`src/nves_pkg.sv`:
```
`default_nettype none

package nves_pkg;

  // table geometry
  localparam int TABLE_DEPTH = 1024;
  localparam int ADDR_W      = $clog2(TABLE_DEPTH);
  localparam int LEN_W       = $clog2(TABLE_DEPTH + 1);
  localparam int VALUE_W     = 32;
  localparam int DIFF_W      = VALUE_W + 2;

  // queue between front and back
  localparam int QUEUE_DEPTH = 4;
  localparam int QPTR_W      = $clog2(QUEUE_DEPTH);
  localparam int QCNT_W      = $clog2(QUEUE_DEPTH + 1);

  // stream widths
  localparam int S_TDATA_W = 48;
  localparam int M_TDATA_W = 16;

  // operation codes carried in s_tuser
  localparam logic OP_WRITE = 1'b0;
  localparam logic OP_QUERY = 1'b1;

  // classified command handed from front to back
  typedef struct packed {
    logic                      is_query;
    logic [ADDR_W-1:0]         index;
    logic signed [VALUE_W-1:0] value;
  } cmd_t;

endpackage

`default_nettype wire

```
`src/nves_queue.sv`:
```
`default_nettype none

module nves_queue (
  input  wire logic           clk,
  input  wire logic           rst,
  input  wire logic           push_valid,
  output logic                push_ready,
  input  wire nves_pkg::cmd_t push_cmd,
  output logic                pop_valid,
  input  wire logic           pop_ready,
  output nves_pkg::cmd_t      pop_cmd
);
  import nves_pkg::*;

  cmd_t              slots [QUEUE_DEPTH];
  logic [QPTR_W-1:0] wr_ptr;
  logic [QPTR_W-1:0] rd_ptr;
  logic [QCNT_W-1:0] count;
  logic              do_push;
  logic              do_pop;

  assign push_ready = (count != QCNT_W'(QUEUE_DEPTH));
  assign pop_valid  = (count != '0);
  assign pop_cmd    = slots[rd_ptr];
  assign do_push    = push_valid && push_ready;
  assign do_pop     = pop_valid && pop_ready;

  // pointers and fill level
  always_ff @(posedge clk) begin
    if (rst) begin
      wr_ptr <= '0;
      rd_ptr <= '0;
      count  <= '0;
    end else begin
      if (do_push) begin
        wr_ptr <= wr_ptr + 1'b1;
      end
      if (do_pop) begin
        rd_ptr <= rd_ptr + 1'b1;
      end
      if (do_push && !do_pop) begin
        count <= count + 1'b1;
      end else if (do_pop && !do_push) begin
        count <= count - 1'b1;
      end
    end
  end

  // entry storage
  always_ff @(posedge clk) begin
    if (do_push) begin
      slots[wr_ptr] <= push_cmd;
    end
  end

endmodule

`default_nettype wire

```
`config.mk`:
```
export PLATFORM = sky130hd
export DESIGN_NAME = nves_queue
export DESIGN_NICKNAME = d
export VERILOG_FILES = /design/src/nves_pkg.sv /design/src/nves_queue.sv
export SDC_FILE = /design/constraint.sdc
export NUM_CORES = 1
export LEC_CHECK = 0
export BUFFER_PORTS_ARGS = -buffer_cell sky130_fd_sc_hd__buf_4
export CAP_MARGIN = 20
export CORE_MARGIN = 10
export CORE_UTILIZATION = 45
export CTS_CLUSTER_DIAMETER = 60
export DETAILED_ROUTE_END_ITERATION = 6
export SLEW_MARGIN = 0
export SYNTH_ARGS = -nofsm -noshare
export SYNTH_HDL_FRONTEND = slang
export SYNTH_SLANG_ARGS = --single-unit
```
`constraint.sdc`:
```
create_clock -name clk -period 2.45 [get_ports clk]
set_input_delay 0.49 -clock clk [delete_from_list [all_inputs] [get_ports clk]]
set_output_delay 0.49 -clock clk [all_outputs]
set_load 0.005 [all_outputs]
```
==> flow_summary.yaml, run 1 <==
outcome:
  outcome: "completed"
sta:
  holdWs_ns: 0.267
  worst_slew_pin_slew_ns: 0.558
  slew_headroom: 0.623
  period_share: 0.925
  fmax_ghz: 0.441
  final_max_slew_viol_count: 0
  fin_crit_ns: 2.27
  finalHoldViolations: 0
  rsz0062_at_grt: "no"
  setup_tns_ns: 0
  setup_ws_ns: 0.184
  fin_skew_ns: 0.00635
  finalSetupViolCount: 0
layout:
  layout_common_cells: "edfxtp_1 (172), buf_4 (102), mux4_2 (40)"
  layout_commonest_cell: "edfxtp_1"
  postLayoutCellArea_um2: 8240
  layout.cells.non_filler: 584
  area_growth_pct: 22.5
  n_antenna_cell: 0
  drive_above_1_share: 0.445
  nets: 440
  final_core_util: 0.565
clock_tree:
  tritoncts: "built"
  clk_pin_slew_ns: 0.06
  cts_resized: 0
  cts_hold_buf: 0
  cts_sinks: 181
  clk_latency_ns: 0.42
  cts_made_buffers: 17
  clock_path_buffers: 2
  htreeDepth: 4
  cts_root_buffer: "clkbuf_16"
  post_cts_buffers: 1
placement:
  dp_cells: 551
  dp_hpwl_um: 7410
  pre_cts_slack_ns: 0.296
  gp_congestion: 0.737
  io_buffer_count: 91
  placed_cell_area_um2: 7670
worst_setup_path:
  worstPathMaxFanout: 11
  cpPeakStageDelay_ns: 0.53
  cp-start-kind: "flip-flop"
  reg2regPathDepth: 7
  slowest_stage: "mux4_2"
  cp.arrival_ns: 1.78
  r2r-end: "count[2]"
  cp_cell_sequence: "buf_12 -> mux4_2 -> buf_4"
  critPathKind: "reg -> out"
  r2r_slack_ns: 0.29
  rr_startpoint: "count[0]"
  cp_data_required_time_ns: 1.96
  end_kind: "output pin"
flow_run:
  drv_cap: 0
detailed_routing:
  wl_per_cell_um: 20.4
  drtIter0Drc: 203
  antenna_left: 0
  vias: 3037
  firstDrtPassIters: 4
  drc: 0
  routed_wl_um: 11900
  routed_via_density: 5.20
power_and_ir_drop:
  finalPower_mw: 8.49
  power.density_nw_per_um2: 1030
  p_leak_nw: 2.82
  ir_drop_v: 0.000491
global_route:
  grt_start_max_net_pins: 44
  grt_pass1_vias: 3324
  grt_util_all_layers: 0.125
  grt_pass1_wl_um: 18600
  antenna_found_initial: 0
  grt_overflow: 0
floorplanning:
  rows: 44
  dieHeight_um: 142
  fp.dieArea_um2: 20200
  placeableCoreArea_um2: 14600
  start_util: 0.461
  num_io_pins: 92
  die_w_um: 142
synthesis:
  ys_seq_area_frac: 0.795
  synth_top_area_cell: "edfxtp_1"
  synth.top_cell.area_share: 0.768
  syn_nets: 326
  syn_avg_cell_area_um2: 24.6
  synthCells: 273
  synth-seq-cells: 181
  yosysWarnings: 0
  netlist_area_um2: 6730
  ys_top_cells_by_area: "edfxtp_1 (77%), mux4_2 (13%), dfxtp_1 (2.7%)"
  synth.distinct_cells: 24
worst_hold_path:
  min_to: "slots[0][13]"
  hp-class: "in -> reg"
  hold_path_startpoint: "push_cmd[13]"
  whs_path_depth: 1
critical path, delay by kind of cell (launching register included):
family   cells  cell delay [ns]
mux          1             0.53
flops        1             0.47
buf+inv      2             0.36
cell type report:
type,count,area (um2)
Fill cell,1106,6350
Sequential cell,181,5350
Multi-Input combinational cell,78,1250
Timing Repair Buffer,106,846
Clock buffer,20,437
Tap cell,184,230
Clock inverter,12,113
Inverter,3,11.3
kinds of logic after synthesis:
kind of cell             share of synthesized area
flip-flops                                   0.795
multiplexers                                 0.150
AND/OR/NAND/NOR                             0.0125
buffers and inverters                       0.0193
adder cells (fa/ha/maj)                     0.0123
AO/OA/AOI/OAI                              0.00558
XOR/XNOR                                   0.00521
Yosys cell counts (all sizes together):
master	instances
mux4	43
dfxtp	9
nand2	1
nor2	8
fa	1
edfxtp	172
xor2	4
mux2i	2
clkbuf	2
o311ai	1
mux2	1
ha	5
o21ai	1
nand2b	2
a21boi	1
inv	3
a21oi	1
or3	2
buf	9
o31ai	1
and2	4
report_power, final:
part	internal [mW]	total, mW	leakage (nW)	switching, mW
Sequential	3.76	3.90	1.65	0.134
Clock	1.48	2.53	0.261	1.05
Combinational	1.20	2.07	0.903	0.865
Total	6.45	8.49	2.82	2.05
how the worst max path moves through the flow:
stage                     cells past startpoint  startpoint     endpoint  slack [ns]
after floorplan                               3    count[0]  slots[2][0]        0.21
after global placement                        8   pop_ready     count[2]        0.42
after CTS                                     3   flip-flop   pop_cmd[2]        0.14
after global routing                          3   flip-flop   pop_cmd[2]        0.11
after detailed placement                      7    count[0]     count[2]        0.30
final                                         3   flip-flop  pop_cmd[13]        0.18
metal layers:
| metal | share of wire | GRT usage | up-vias |
|---|---|---|---|
| met5 | 0 | 0 | - |
| met4 | 0.015 | 0.0549 | 0 |
| met3 | 0.055 | 0.0477 | 13 |
| met2 | 0.50 | 0.195 | 69 |
| met1 | 0.43 | 0.151 | 1580 |
| li1 | - | - | 1375 |
flip-flops by register name (all words and copies together) (netlist names), named ones only:
signal  count
count       3
wr_ptr      2
slots     172
rd_ptr      2
(Power assumes the default switching activity.)
==> run 2, diff against run 1 <==
Settings changed: REMOVE_ABC_BUFFERS set to 1, SLEW_MARGIN 0 to unset.
==> run 2 against run 1 <==
  * Cell count rose by 0.17%
  * Global-route usage barely moved
  * Routed wire length rose by 1.8%
  * First-iteration DRC count fell by 16%
  * Critical endpoint is now pop_cmd[39]
  * Critical path depth did not move
  * Non-clock buffer count rose by 2
  * Design area fell by 0.73%
  * Via count rose by 0.36%
  * Worst setup slack improved by 0.016 ns
  * Combinational power barely moved
==> flow_summary.yaml, run 2 (synthesis gave the netlist of run 1 again) <==
placement:
  io_buffer_count: 91
  dp_hpwl_um: 7710
  placed_cell_area_um2: 7660
  gp_congestion: 0.654
sta:
  finalHoldViolations: 0
  fin_crit_ns: 2.25
  finalSetupViolCount: 0
  holdWs_ns: 0.273
  fin_skew_ns: 0.00590
  slew_headroom: 0.693
  final_max_slew_viol_count: 0
  period_share: 0.918
  rsz0062_at_grt: "no"
  fmax_ghz: 0.445
  worst_slew_pin_slew_ns: 0.455
outcome:
  outcome: "completed"
floorplanning:
  fp.dieArea_um2: 20200
  num_io_pins: 92
  start_util: 0.461
  rows: 44
  placeableCoreArea_um2: 14600
  die_w_um: 142
  dieHeight_um: 142
layout:
  nets: 442
  postLayoutCellArea_um2: 8180
  largestRegisters: "slots (172), count (3)"
  regMostFlops: "slots"
  largest_reg_flops: 172
  area_growth_pct: 21.7
  n_antenna_cell: 0
  layout_commonest_cell: "edfxtp_1"
  layout_common_cells: "edfxtp_1 (172), buf_4 (106), mux4_2 (40)"
  drive_above_1_share: 0.449
clock_tree:
  clk_latency_ns: 0.41
  tritoncts: "built"
  post_cts_buffers: 3
  cts_hold_buf: 0
  cts_sinks: 181
  cts_resized: 0
  cts_root_buffer: "clkbuf_16"
  cts_made_buffers: 17
  clock_path_buffers: 2
  htreeDepth: 4
  clk_pin_slew_ns: 0.06
power_and_ir_drop:
  ir_drop_v: 0.000503
  p_leak_nw: 2.80
  power.density_nw_per_um2: 1010
worst_setup_path:
  worst_path_most_repeated_cell: "buf_4"
  cp_data_required_time_ns: 1.96
  end_kind: "output pin"
  critPathKind: "reg -> out"
  cpPeakStageDelay_ns: 0.60
  cp.arrival_ns: 1.76
  critical_path_buf_inv_count: 2
  slowest_stage: "mux4_1"
  cp_cell_sequence: "buf_4 -> mux4_1 -> buf_4"
  critPathTopFamily: "multiplexers"
  worstPathMaxFanout: 6
  cp-start-kind: "flip-flop"
global_route:
  grt_start_max_net_pins: 25
  grt_util_all_layers: 0.125
  antenna_found_initial: 0
  grt_pass1_vias: 3339
  grt_pass1_wl_um: 19100
  grt_overflow: 0
detailed_routing:
  drc: 0
  firstDrtPassIters: 6
  drtIter0Drc: 171
  wl_per_cell_um: 20.7
  antenna_left: 0
  vias: 3048
  routed_wl_um: 12100
  routed_via_density: 5.21
flow_run:
  drv_cap: 0
worst_hold_path:
  hp-class: "in -> reg"
run 2: worst paths after layout:
check	cells after the start	endpoint	slack, ns	startpoint
hold reg to reg	2	wr_ptr[1]	0.51	wr_ptr[1]
hold / removal	1	slots[3][6]	0.27	push_cmd[6]
setup reg to reg	7	count[2]	0.29	count[0]
setup / recovery	3	pop_cmd[39]	0.20	flip-flop
run 2: area by class of cell:
class / instances / area [um2]
Multi-Input combinational cell: 78 / 1250
Fill cell: 1099 / 6410
Sequential cell: 181 / 5350
Tap cell: 184 / 230
Clock inverter: 11 / 62.6
Inverter: 3 / 11.3
Clock buffer: 20 / 437
Timing Repair Buffer: 108 / 836
run 2: where the power goes:
part,switching (mW),internal (mW)
Combinational,0.870,1.19
Sequential,0.123,3.76
Clock,1.03,1.27
Total,2.03,6.23
run 2: worst register-to-register path, cell delays in order, from the launching register on:
cell	delay (ns)
dfxtp_1	0.37
o31ai_1	0.40
ha_1	0.26
inv_1	0.06
fa_1	0.38
xor2_1	0.18
or3_1	0.30
a21oi_1	0.14
run 2: stage by stage:
| stage | total power [mW] | setup slack [ns] | instances | utilization | TNS [ns] |
|---|---|---|---|---|---|
| global route | 8.71 | 0.131 | 585 | 0.561 | 0 |
| finish | 8.25 | 0.201 | 585 | 0.561 | 0 |
| floorplan | 5.01 | -0.604 | 262 | - | -23.84 |
| global placement | 6.03 | 0.417 | 551 | 0.525 | 0 |
| detailed placement | 6.06 | 0.315 | 551 | 0.525 | 0 |
| CTS | 8.42 | 0.156 | 585 | 0.561 | 0 |
run 2: routing by layer:
layer	share of wire	vias to the layer above	track usage	wire length, um
li1	-	1372	-	-
met1	0.45	1582	0.163	5410
met2	0.50	87	0.192	6050
met3	0.051	7	0.0434	615
met4	0.0049	0	0.0420	60
met5	0	-	0	0
==> run 3, diff against run 2 <==
Settings changed: MAX_ROUTING_LAYER set to met4, REMOVE_ABC_BUFFERS 1 to unset.
==> run 3 against run 2 <==
  * Clock power grew 9.5%
  * Clock-buffer cell count did not move
  * First-iteration DRC count rose by 16%
  * Sequential power about the same
  * Sequential share of layout area shrank 0.48 points
  * Cell count down 0.17%
  * Die area stayed put
  * Worst setup slack lost 0.020 ns
  * Hold slack lost 0.0093 ns
  * Non-clock buffer count decreased by 2
==> flow_summary.yaml, run 3 (synthesis gave the netlist of run 1 again) <==
clock_tree:
  clk_latency_ns: 0.42
  cts_made_buffers: 17
  htreeDepth: 4
  clock_path_buffers: 2
  cts_root_buffer: "clkbuf_16"
  cts_sinks: 181
  cts_resized: 0
  clk_pin_slew_ns: 0.06
  tritoncts: "built"
detailed_routing:
  routed_via_density: 5.18
  firstDrtPassIters: 4
  drtIter0Drc: 198
  antenna_left: 0
  wl_per_cell_um: 20.4
  drc: 0
  vias: 3026
  routed_wl_um: 11900
worst_hold_path:
  hp-class: "in -> reg"
power_and_ir_drop:
  p_clk_frac: 0.298
  power.density_nw_per_um2: 1030
  p_leak_nw: 2.82
  p_sw_mw: 2.05
  finalPower_mw: 8.49
  sw_frac_of_total: 0.241
  ir_drop_v: 0.000496
  power_frac_seq: 0.459
  p_int_mw: 6.45
  pwr-share-comb: 0.243
placement:
  io_buffer_count: 91
  dp_cells: 551
  pre_cts_slack_ns: 0.296
  gp_congestion: 0.743
  placed_cell_area_um2: 7670
  dp_hpwl_um: 7410
sta:
  rsz0062_at_grt: "no"
  final_max_slew_viol_count: 0
  finalHoldViolations: 0
  setup_tns_ns: 0
  worst_slew_pin_slew_ns: 0.558
  fin_skew_ns: 0.00554
  slew_headroom: 0.623
  setup_ws_ns: 0.181
  fin_crit_ns: 2.27
  period_share: 0.926
  holdWs_ns: 0.264
  fmax_ghz: 0.441
  finalSetupViolCount: 0
layout:
  multi_input_area_um2: 1250
  drive_above_1_share: 0.445
  regMostFlops: "slots"
  layout_commonest_cell: "edfxtp_1"
  layout.cells.non_filler: 584
  seq_area_um2: 5350
  area_growth_pct: 22.5
  postLayoutCellArea_um2: 8240
  final_core_util: 0.565
  layout_common_cells: "edfxtp_1 (172), buf_4 (102), mux4_2 (40)"
  nets: 440
  largest_reg_flops: 172
  n_antenna_cell: 0
  largestRegisters: "slots (172), count (3)"
  fillers: 1106
global_route:
  grt_overflow: 0
  grt_util_all_layers: 0.128
  grt_pass1_wl_um: 18600
  grt_pass1_vias: 3332
  grt_start_max_net_pins: 44
  antenna_found_initial: 0
worst_setup_path:
  critical_path_buf_inv_count: 2
  cp.arrival_ns: 1.78
  slowest_stage: "mux4_2"
  worstPathMaxFanout: 11
  critPathKind: "reg -> out"
  end_kind: "output pin"
  critPathTopFamily: "multiplexers"
  cp_data_required_time_ns: 1.96
  cp-start-kind: "flip-flop"
  cp_cell_sequence: "buf_12 -> mux4_2 -> buf_4"
  cpPeakStageDelay_ns: 0.53
floorplanning:
  die_w_um: 142
  start_util: 0.461
  fp.dieArea_um2: 20200
  rows: 44
  placeableCoreArea_um2: 14600
  dieHeight_um: 142
  num_io_pins: 92
outcome:
  outcome: "completed"
flow_run:
  drv_cap: 0
-- run 3: cell types whose count changed in the layout (fill, tap and decap cells not counted) --
cell / change
buf_4: -4
buf_12: +2
bufinv_16: +2
clkinv_1: +1
clkinv_2: -1
inv_6: -1
-- run 3: worst paths after layout --
check | startpoint | end | slack (ns) | cells after the start
min reg2reg | wr_ptr[1] | wr_ptr[1] | 0.52 | 2
min | push_cmd[13] | slots[0][13] | 0.26 | 1
max | flip-flop | pop_cmd[13] | 0.18 | 3
max reg2reg | count[0] | count[2] | 0.29 | 7
-- run 3: area by class of cell --
cell class	instances	area share
clock buffer	20	0.0530
inverter	3	0.00137
timing repair buffer	106	0.103
clock inverter	12	0.0137
tap	184	0.0279
sequential	181	0.649
multi-input combinational	78	0.152
-- run 3: worst reg2reg max path, cell delays in order, from the launching register on --
cell and delay [ns]:
dfxtp_1 0.37, o31ai_1 0.40, ha_1 0.27, inv_1 0.06, fa_1 0.37, xor2_1 0.17
or3_1 0.31, a21oi_1 0.14
-- run 3: power by group through the flow --
stage / combinational [mW] / sequential [mW] / clock [mW]
detailed placement: 2.07 / 4.01 / 0
global placement: 2.06 / 3.99 / 0
floorplan: 1.25 / 3.90 / 0
CTS: 2.15 / 3.90 / 2.59
finish: 2.07 / 3.90 / 2.53
global route: 2.27 / 3.94 / 2.72
-- run 3: layer usage --
metal / track usage / vias to the layer above / wire (um)
met1: 0.153 / 1564 / 5100
met3: 0.0437 / 19 / 641
li1: - / 1374 / -
met5: - / - / 0
met2: 0.195 / 69 / 6000
met4: 0.0549 / 0 / 201
-- run 3: repair_timing --
item                                    4_1_cts  5_1_grt
hold buffers                                  0        0
setup buffers                                 1        0
endpoints found under the setup margin        3        0
