[src/nves_pkg.sv]
`default_nettype none

package nves_pkg;

  // table geometry
  localparam int TABLE_DEPTH = 1024;
  localparam int ADDR_W      = $clog2(TABLE_DEPTH);
  localparam int LEN_W       = $clog2(TABLE_DEPTH + 1);
  localparam int VALUE_W     = 32;
  localparam int DIFF_W      = VALUE_W + 2;

  // queue between front and back
  localparam int QUEUE_DEPTH = 4;
  localparam int QPTR_W      = $clog2(QUEUE_DEPTH);
  localparam int QCNT_W      = $clog2(QUEUE_DEPTH + 1);

  // stream widths
  localparam int S_TDATA_W = 48;
  localparam int M_TDATA_W = 16;

  // operation codes carried in s_tuser
  localparam logic OP_WRITE = 1'b0;
  localparam logic OP_QUERY = 1'b1;

  // classified command handed from front to back
  typedef struct packed {
    logic                      is_query;
    logic [ADDR_W-1:0]         index;
    logic signed [VALUE_W-1:0] value;
  } cmd_t;

endpackage

`default_nettype wire

[src/nves_front.sv]
`default_nettype none

module nves_front (
  input  wire logic                             clk,
  input  wire logic                             rst,
  input  wire logic                             s_tvalid,
  output logic                                  s_tready,
  input  wire logic [nves_pkg::S_TDATA_W-1:0]   s_tdata,
  input  wire logic                             s_tuser,
  output logic                                  push_valid,
  input  wire logic                             push_ready,
  output nves_pkg::cmd_t                        push_cmd
);
  import nves_pkg::*;

  logic stg_valid;
  cmd_t stg_cmd;

  // input stage takes a new transaction whenever it is empty or draining
  assign s_tready   = !stg_valid || push_ready;
  assign push_valid = stg_valid;
  assign push_cmd   = stg_cmd;

  // classify the incoming transaction and hold it for the queue
  always_ff @(posedge clk) begin
    if (rst) begin
      stg_valid <= 1'b0;
    end else if (s_tvalid && s_tready) begin
      stg_valid        <= 1'b1;
      stg_cmd.is_query <= (s_tuser == OP_QUERY);
      stg_cmd.index    <= s_tdata[ADDR_W-1:0];
      stg_cmd.value    <= $signed(s_tdata[ADDR_W +: VALUE_W]);
    end else if (push_ready) begin
      stg_valid <= 1'b0;
    end
  end

endmodule

`default_nettype wire

[config.mk]
export PLATFORM = sky130hd
export DESIGN_NAME = nves_front
export DESIGN_NICKNAME = d
export VERILOG_FILES = /design/src/nves_pkg.sv /design/src/nves_front.sv
export SDC_FILE = /design/constraint.sdc
export NUM_CORES = 1
export LEC_CHECK = 0
export BUFFER_PORTS_ARGS = -buffer_cell sky130_fd_sc_hd__buf_2
export CAP_MARGIN = 20
export CELL_PAD_IN_SITES_DETAIL_PLACEMENT = 0
export CELL_PAD_IN_SITES_GLOBAL_PLACEMENT = 1
export CORE_ASPECT_RATIO = 1.2
export CORE_MARGIN = 2
export CORE_UTILIZATION = 28
export CTS_BUF_LIST = sky130_fd_sc_hd__clkbuf_16
export DETAILED_ROUTE_END_ITERATION = 7
export HOLD_SLACK_MARGIN = 0.05
export PLACE_DENSITY = 0.8
export SYNTH_ARGS = -nofsm -noshare
export SYNTH_HDL_FRONTEND = slang
export SYNTH_SLANG_ARGS = --single-unit
[constraint.sdc]
create_clock -name clk -period 2.9 [get_ports clk]
set_clock_uncertainty 0.2 [all_clocks]
set_input_delay 0.145 -clock clk [delete_from_list [all_inputs] [get_ports clk]]
set_output_delay 0.145 -clock clk [all_outputs]
set_load 0.005 [all_outputs]
==> results_dict.tcl, run 1 <==
set metrics [dict create \
    die_w_um 67.30 \
    nets 245 \
    grt_pass1_vias 1034 \
    outcome "complete, no violations" \
    routabilityCongestion 0.6926 \
    leakage_nw 1.059 \
    avgSynthCellArea_um2 28.05 \
    syn_to_final_growth_pct 83.83 \
    htree_levels 2 \
    place_worst_setup_slack_ns 1.261 \
    fp-row-count 27 \
    maxSlewViolCount 0 \
    rr_startpoint "push_valid" \
    cts_tree "done" \
    critPathBufInv 3 \
    ant_nets 0 \
    setup_viol 0 \
    worst_pin_slew_ns 0.5326 \
    place_hpwl_um 2075 \
    p_per_area_nw_per_um2 553.9 \
    hold_viol 0 \
    holdPathStages 2 \
    crit_slowest_cell "dlygate4sd3_1" \
    antennaDiodeCount 0 \
    core_um2 4594 \
    ff2ff_path_depth 3 \
    synth_top_area_cell "edfxtp_1" \
    regToRegSetupSlack_ns 1.28 \
    post-route-min-period_ns 1.773 \
    cts_made_buffers 5 \
    netlist.area_leader.share_pct 95.91 \
    worstHoldEndpoint "push_cmd[15]" \
    cap_violations 0 \
    r2r_end "push_cmd[4]" \
    routed_wl_um 3177 \
    track_usage_pct 11.93 \
    ys_types 6 \
    clk_pin_slew_worst_paths_ns 0.06 \
    num_vias 1001 \
    viasPerCell 3.988 \
    drtIter0Drc 29 \
    syn-cell-area_um2 1346 \
    seq_area_um2 1311 \
    cts_setup_buffers 0 \
    start_kind "input port" \
    yosys_warnings 0 \
    max-slew-margin-rel_pct 64.49 \
    ys_ff_latch 44 \
    clkSinkCount 44 \
    fin_ws_ns 1.127 \
    die_y_um 79.96 \
    cp-end-kind "register" \
    path_cells "dlygate4sd3_1 > buf_2 > nor3b_4 > buf_4" \
    power_mw 1.371 \
    drive_gt1_share_pct 51.30 \
    holdCritStartpoint "s_tdata[25]" \
    final_cell_area_um2 2475 \
    wl_per_cell_um 12.66 \
    multiInputGateArea_um2 37.54 \
    yosysSeqAreaShare_pct 97.40 \
    critical_path_class "in2reg" \
    io_buffers 91 \
    fillers 412 \
    final.period_utilization_pct 61.13 \
    drt_first_pass_iters 2 \
    initial_core_util_pct 29.30 \
    slowest_delay_ns 0.52 \
    required_ns 2.61 \
    cp.arrival_ns 1.48 \
    path_max_fanout 43 \
    ir_drop_mv 0.2664 \
    holdCritPathClass "in2reg" \
    syn_nets 101 \
    ys_top_cells_by_area "edfxtp_1 (96%), dfxtp_1 (1.5%), nand2b_4 (1.0%)" \
    clk_root_buffer_cell "clkbuf_16" \
    antenna_found_initial 0 \
    overflow 0 \
    syn_inst 48 \
    rsz0062_at_grt "false" \
    num_io_pins 98 \
    grt_max_degree 44 \
    placed_cell_area_um2 1888 \
    fmax_ghz 0.5641 \
    clk_latency_ns 0.27 \
    setup_tns_ns 0 \
    remaining_drc_errors 0 \
    cpLargestDelayFamily "buffers and inverters" \
    cts.path.max_buffers 2 \
    path_depth 4 \
    die-area_um2 5381 \
    grt_pass1_wl_um 4595 \
]
routing by layer:
| layer | vias up | track usage [%] | wire length [um] |
|---|---|---|---|
| met5 | - | 0 | 0 |
| met4 | 0 | 3.673 | 21 |
| met3 | 2 | 5.501 | 256 |
| met2 | 52 | 22.77 | 1784 |
| met1 | 469 | 10.71 | 1115 |
| li1 | 478 | - | - |
worst max path at each step:
| stage | endpoint | slack, ns | from |
|---|---|---|---|
| 6_report | push_cmd[4] | 1.13 | rst |
| 5_1_grt | push_cmd[4] | 1.06 | rst |
| 4_1_cts | push_cmd[26] | 1.11 | rst |
| 3_5_place_dp | push_cmd[11] | 1.26 | push_valid |
| 3_3_place_gp | push_cmd[30] | 1.32 | push_valid |
| 2_1_floorplan | push_cmd[0] | 0.14 | push_valid |
report_power, final:
part           internal [mW]  switching [mW]  total, mW  leakage (nW)
Sequential             0.731         0.00656      0.738         0.409
Combinational         0.0804          0.0430      0.123         0.572
Clock                  0.309           0.201      0.510        0.0776
sequential cells by signal, summed over array words and instances, names as in the netlist:
signal	cells
push_cmd	43
push_valid	1
cell usage in the layout, fill, tap and decap left out:
cell type,count
inv_1,4
nand2b_4,1
edfxtp_1,43
buf_2,91
buf_4,1
a21oi_1,1
dlygate4sd3_1,45
dfxtp_1,1
clkbuf_16,5
nor3b_4,1
Yosys cell counts (all sizes together):
library cell and instances:
dfxtp 1, a21oi 1, edfxtp 43, nand2b 1, inv 1, nor3b 1
cell families after synthesis:
group,synth area share (%)
flops,97.40
simple gates,1.951
buf+inv,0.2785
compound gates,0.3714
final cells by class:
| class | instances | area share, % |
|---|---|---|
| Sequential cell | 44 | 52.98 |
| Timing Repair Buffer | 137 | 36.91 |
| Clock buffer | 5 | 5.056 |
| Tap cell | 58 | 2.932 |
| Multi-Input combinational cell | 3 | 1.517 |
| Clock inverter | 3 | 0.4550 |
| Inverter | 1 | 0.1517 |
per-stage QoR:
stage               util [%]  std cells  hold slack [ns]
floorplan                  -         48          0.01407
global placement       41.09        198           0.1213
detailed placement     41.09        198           0.1232
CTS                    53.87        251           0.3666
global route           53.87        251           0.3682
finish                 53.87        251           0.3791
repair_timing:
item                      4_1_cts  5_1_grt
gates resized for setup         0        0
hold endpoints to repair       44        0
hold buffers                   45        0
No activity file was read; power rests on OpenSTA's default activity.
==> inputs of run 2 (changes only) <==
--- a/config.mk
+++ b/config.mk
@@ -15,7 +15,7 @@
 export CTS_BUF_LIST = sky130_fd_sc_hd__clkbuf_16
 export DETAILED_ROUTE_END_ITERATION = 7
 export HOLD_SLACK_MARGIN = 0.05
-export PLACE_DENSITY = 0.8
+export PLACE_DENSITY = 0.77
 export SYNTH_ARGS = -nofsm -noshare
 export SYNTH_HDL_FRONTEND = slang
 export SYNTH_SLANG_ARGS = --single-unit
==> constraint.sdc (replaced) <==
create_clock -name clk -period 1.7 [get_ports clk]
set_clock_uncertainty 0.2 [all_clocks]
set_input_delay 0.085 -clock clk [delete_from_list [all_inputs] [get_ports clk]]
set_output_delay 0.085 -clock clk [all_outputs]
set_load 0.005 [all_outputs]
==> run 2 against run 1 <==
Against the previous run:
- clock power up 72%
- worst hold slack got worse by 0.16 ns
- count of clock-buffer cells in the layout stayed put
- design area rose by 0.35%
- register-to-register slack lost 1.1 ns
- combinational power increased by 73%
- worst setup slack lost 1.0 ns
- first-iteration DRC count up 100%
- sequential share of layout area is 0.14 points lower
- cell count increased by 0.40%
- global-route usage increased by 0.23 points
==> results_dict.tcl, run 2 (synthesized netlist as in run 1, its figures left out) <==
set metrics [dict create \
    antenna_found_initial 0 \
    routed_wl_um 3097 \
    cp.arrival_ns 1.35 \
    fp-row-count 27 \
    hold_viol 0 \
    pwr-share-clk_pct 37.3 \
    die_y_um 79.96 \
    outcome "complete, no violations" \
    htree_levels 2 \
    crit_slowest_cell "dlygate4sd3_1" \
    track_usage_pct 12.16 \
    hold_slack_ns 0.2157 \
    crit_end "push_cmd[18]" \
    core_um2 4594 \
    overflow 0 \
    grt_pass1_vias 1070 \
    viasPerCell 3.905 \
    cap_violations 0 \
    place_worst_setup_slack_ns 0.1743 \
    dpl.cell_count 199 \
    max-slew-margin-rel_pct 74.16 \
    slowest_delay_ns 0.53 \
    wl_per_cell_um 12.29 \
    die-area_um2 5381 \
    antennaDiodeCount 0 \
    crit_start "rst" \
    final.period_utilization_pct 94.85 \
    setup_viol 0 \
    clk_latency_ns 0.28 \
    cts_made_buffers 5 \
    cts_setup_buffers 0 \
    initial_core_util_pct 29.30 \
    rsz0062_at_grt "false" \
    path_max_fanout 31 \
    ir_drop_mv 0.6668 \
    grt_pass1_wl_um 4678 \
    r2r_end "push_cmd[18]" \
    instances_no_fill 252 \
    remaining_drc_errors 0 \
    clk_root_buffer_cell "clkbuf_16" \
    holdCritPathClass "in2reg" \
    cp-end-kind "register" \
    routabilityCongestion 0.7069 \
    nets 246 \
    fin_util_pct 54.06 \
    drt_first_pass_iters 4 \
    cts_resized 0 \
    final_common_cell "buf_2" \
    cts_tree "done" \
    largest_reg_flops 43 \
    switchingPower_uw 431.8 \
    fin_ws_ns 0.08761 \
    worst_pin_slew_ns 0.3875 \
    cts.path.max_buffers 2 \
    regToRegSetupSlack_ns 0.18 \
    switching_share_pct 18.41 \
    intPower_mw 1.913 \
    p_per_area_nw_per_um2 944.2 \
    ff2ff_path_depth 3 \
    clk_pin_slew_worst_paths_ns 0.06 \
    fmax_ghz 0.6202 \
    num_vias 984 \
    ant_nets 0 \
    num_io_pins 98 \
    hold_buffers 45 \
    clkSinkCount 44 \
    grt_max_degree 32 \
    die_w_um 67.30 \
    post-route-min-period_ns 1.612 \
    leakage_nw 1.060 \
    required_ns 1.43 \
    path_cells "dlygate4sd3_1 > buf_2 > nor3b_4 > buf_4" \
    maxSlewViolCount 0 \
    io_buffers 91 \
    syn_to_final_growth_pct 84.48 \
    drtIter0Drc 59 \
    start_kind "input port" \
    drive_gt1_share_pct 52.06 \
    mostFrequentLayoutCells "buf_2 (91), dlygate4sd3_1 (45), edfxtp_1 (43)" \
    critical_path_class "in2reg" \
    seq_power_share_pct 53.6 \
    p_comb_share_pct 9.1 \
    rr_startpoint "push_valid" \
]
[run 2: cell types whose count changed in the layout (fill, tap and decap cells not counted), sizes merged]
cell / before / now
buf: 92 / 93
inv: 4 / 3
clkinv: 0 / 1
[run 2: how the worst min path moves through the flow]
stage	cells past startpoint	slack, ns	end	startpoint
global placement	1	0.06	push_cmd[2]	s_tdata[12]
CTS	4	0.21	push_cmd[3]	s_tvalid
detailed placement	1	0.06	push_cmd[16]	s_tdata[26]
finish	4	0.22	push_cmd[3]	s_tvalid
floorplan	1	-0.05	push_valid	rst
global route	4	0.25	push_cmd[3]	s_tvalid
[run 2: cell type report]
cell class | instances | area, um2
clock buffers | 5 | 125.1
clock inverters | 3 | 11.26
fillers | 408 | 2111
inverters | 1 | 3.754
multi-input cells | 3 | 37.54
flip-flops and latches | 44 | 1313
well taps | 58 | 72.57
repair buffers | 138 | 920.9
[run 2: power by group through the flow]
stage / Clock [mW] / Sequential (mW) / Combinational (mW)
after floorplan: 0 / 1.29 / 0.0223
after global placement: 0 / 1.28 / 0.129
after detailed placement: 0 / 1.28 / 0.136
after CTS: 0.911 / 1.26 / 0.216
after global routing: 0.935 / 1.26 / 0.234
final: 0.875 / 1.26 / 0.213
[run 2: critical path: cells and delay by family]
family / cells / cell delay (ns)
buf+inv: 3 / 1.05
simple gates: 1 / 0.19
[run 2: routing by layer]
layer / share of wire (%) / vias up / GRT usage (%)
met4: 1.3 / 0 / 5.510
met2: 50 / 57 / 20.89
met5: 0 / - / 0
li1: - / 479 / -
met1: 38 / 444 / 13.29
met3: 9.7 / 4 / 4.090
[run 2: through the flow]
stage	cell area, um2	TNS (ns)	power [mW]
after floorplan	1354	-20.18	1.311
after global placement	1897	0	1.408
after detailed placement	1897	0	1.416
after CTS	2484	0	2.384
after global routing	2484	0	2.430
final	2484	0	2.345
==> inputs of run 3 (changes only) <==
--- a/config.mk
+++ b/config.mk
@@ -16,6 +16,7 @@
 export DETAILED_ROUTE_END_ITERATION = 7
 export HOLD_SLACK_MARGIN = 0.05
 export PLACE_DENSITY = 0.77
+export REMOVE_ABC_BUFFERS = 1
 export SYNTH_ARGS = -nofsm -noshare
 export SYNTH_HDL_FRONTEND = slang
 export SYNTH_SLANG_ARGS = --single-unit
==> run 3 against run 2 <==
Against the previous run:
- wire length decreased by 1.4%
- worst hold slack improved by 0.038 ns
- clock power decreased by 1%
- maximum frequency increased by 8.6%
- largest power group unchanged
- sequential share of layout area decreased by 0.18 points
- worst setup slack improved by 0.13 ns
==> results_dict.tcl, run 3 (synthesized netlist as in run 1, its figures left out) <==
set metrics [dict create \
    outcome "complete, no violations" \
    hold_viol 0 \
    drt_first_pass_iters 2 \
    die_w_um 67.30 \
    setup_viol 0 \
    nets 247 \
    worst_pin_slew_ns 0.1974 \
    busiest_layer "met2" \
    p_per_area_nw_per_um2 937.0 \
    maxSlewViolCount 0 \
    syn_to_final_growth_pct 84.94 \
    grt_max_degree 17 \
    track_usage_pct 12.04 \
    grt_pass1_vias 1135 \
    largest_reg_flops 43 \
    cp.arrival_ns 1.25 \
    post-route-min-period_ns 1.485 \
    die-area_um2 5381 \
    clkSinkCount 44 \
    setup_tns_ns 0 \
    grt_pass1_wl_um 4685 \
    fmax_ghz 0.6735 \
    hold_buffers 45 \
    path_cells "dlygate4sd3_1 > buf_2 > nor3b_4 > buf_4" \
    start_kind "input port" \
    num_io_pins 98 \
    final_common_cell "buf_2" \
    rsz0062_at_grt "false" \
    drtIter0Drc 23 \
    dpl.cell_count 200 \
    use_met1_pct 11.07 \
    drive_gt1_share_pct 51.79 \
    cts_made_buffers 5 \
    ff2ff_path_depth 3 \
    fin_util_pct 54.19 \
    hold_slack_ns 0.2535 \
    crit_slowest_cell "dlygate4sd3_1" \
    initial_core_util_pct 29.30 \
    viasPerCell 3.929 \
    fp-row-count 27 \
    core_um2 4594 \
    holdCritPathClass "in2reg" \
    use_met3_pct 5.078 \
    clk_root_buffer_cell "clkbuf_16" \
    antenna_found_initial 0 \
    required_ns 1.46 \
    clk_pin_slew_worst_paths_ns 0.06 \
    io_buffers 91 \
    mostFrequentLayoutCells "buf_2 (91), dlygate4sd3_1 (45), edfxtp_1 (43)" \
    final.period_utilization_pct 87.35 \
    wl_per_cell_um 12.07 \
    leakage_nw 1.062 \
    power_mw 2.333 \
    routabilityCongestion 0.7048 \
    clk_latency_ns 0.27 \
    critical_path_class "in2reg" \
    instances_no_fill 253 \
    cap_violations 0 \
    placed_cell_area_um2 1903 \
    grt_use_met2_pct 22.28 \
    max-slew-margin-rel_pct 86.84 \
    place_worst_setup_slack_ns 0.2899 \
    ir_drop_mv 0.5313 \
    path_max_fanout 16 \
    htree_levels 2 \
    die_y_um 79.96 \
    ant_nets 0 \
    slowest_delay_ns 0.53 \
    fin_ws_ns 0.2151 \
    cts_tree "done" \
    cts_setup_buffers 0 \
    holdPathStages 4 \
    antennaDiodeCount 0 \
    routed_wl_um 3053 \
    num_vias 994 \
    cts_resized 0 \
    cp-end-kind "register" \
    cts.path.max_buffers 2 \
    overflow 0 \
    place_hpwl_um 2174 \
    final_cell_area_um2 2490 \
    remaining_drc_errors 0 \
]
==> run 3: changes by cell type in the layout (fill, tap and decap cells not counted), sizes merged <==
cell,previous run,this run
inv,3,2
clkinv,1,2
buf,93,94
==> run 3: layout make-up <==
type | count | area [um2]
multi-input combinational | 3 | 37.54
timing repair buffer | 139 | 928.4
inverter | 1 | 3.754
clock buffer | 5 | 125.1
clock inverter | 3 | 11.26
tap | 58 | 72.57
fill | 408 | 2105
sequential | 44 | 1311
==> run 3: critical path: cells and delay by family <==
kind	cells	cell delay, ns
buf+inv	3	0.94
simple gates	1	0.22
==> run 3: final timing paths <==
kind                                endpoint  startpoint  slack [ns]
worst max-delay path            push_cmd[42]         rst        0.22
worst min register to register  push_cmd[33]  push_valid        0.75
worst max register to register  push_cmd[42]  push_valid        0.31
worst min-delay path            push_cmd[33]    s_tvalid        0.25
==> run 3: power by group <==
part	internal [mW]	switching, mW
combinational	0.141	0.0732
clock	0.527	0.335
sequential	1.25	0.0105
==> run 3: metal layers <==
metal | wire, um | vias up
met5 | 0 | -
li1 | - | 481
met4 | 60 | 0
met1 | 1046 | 448
met2 | 1614 | 59
met3 | 330 | 6
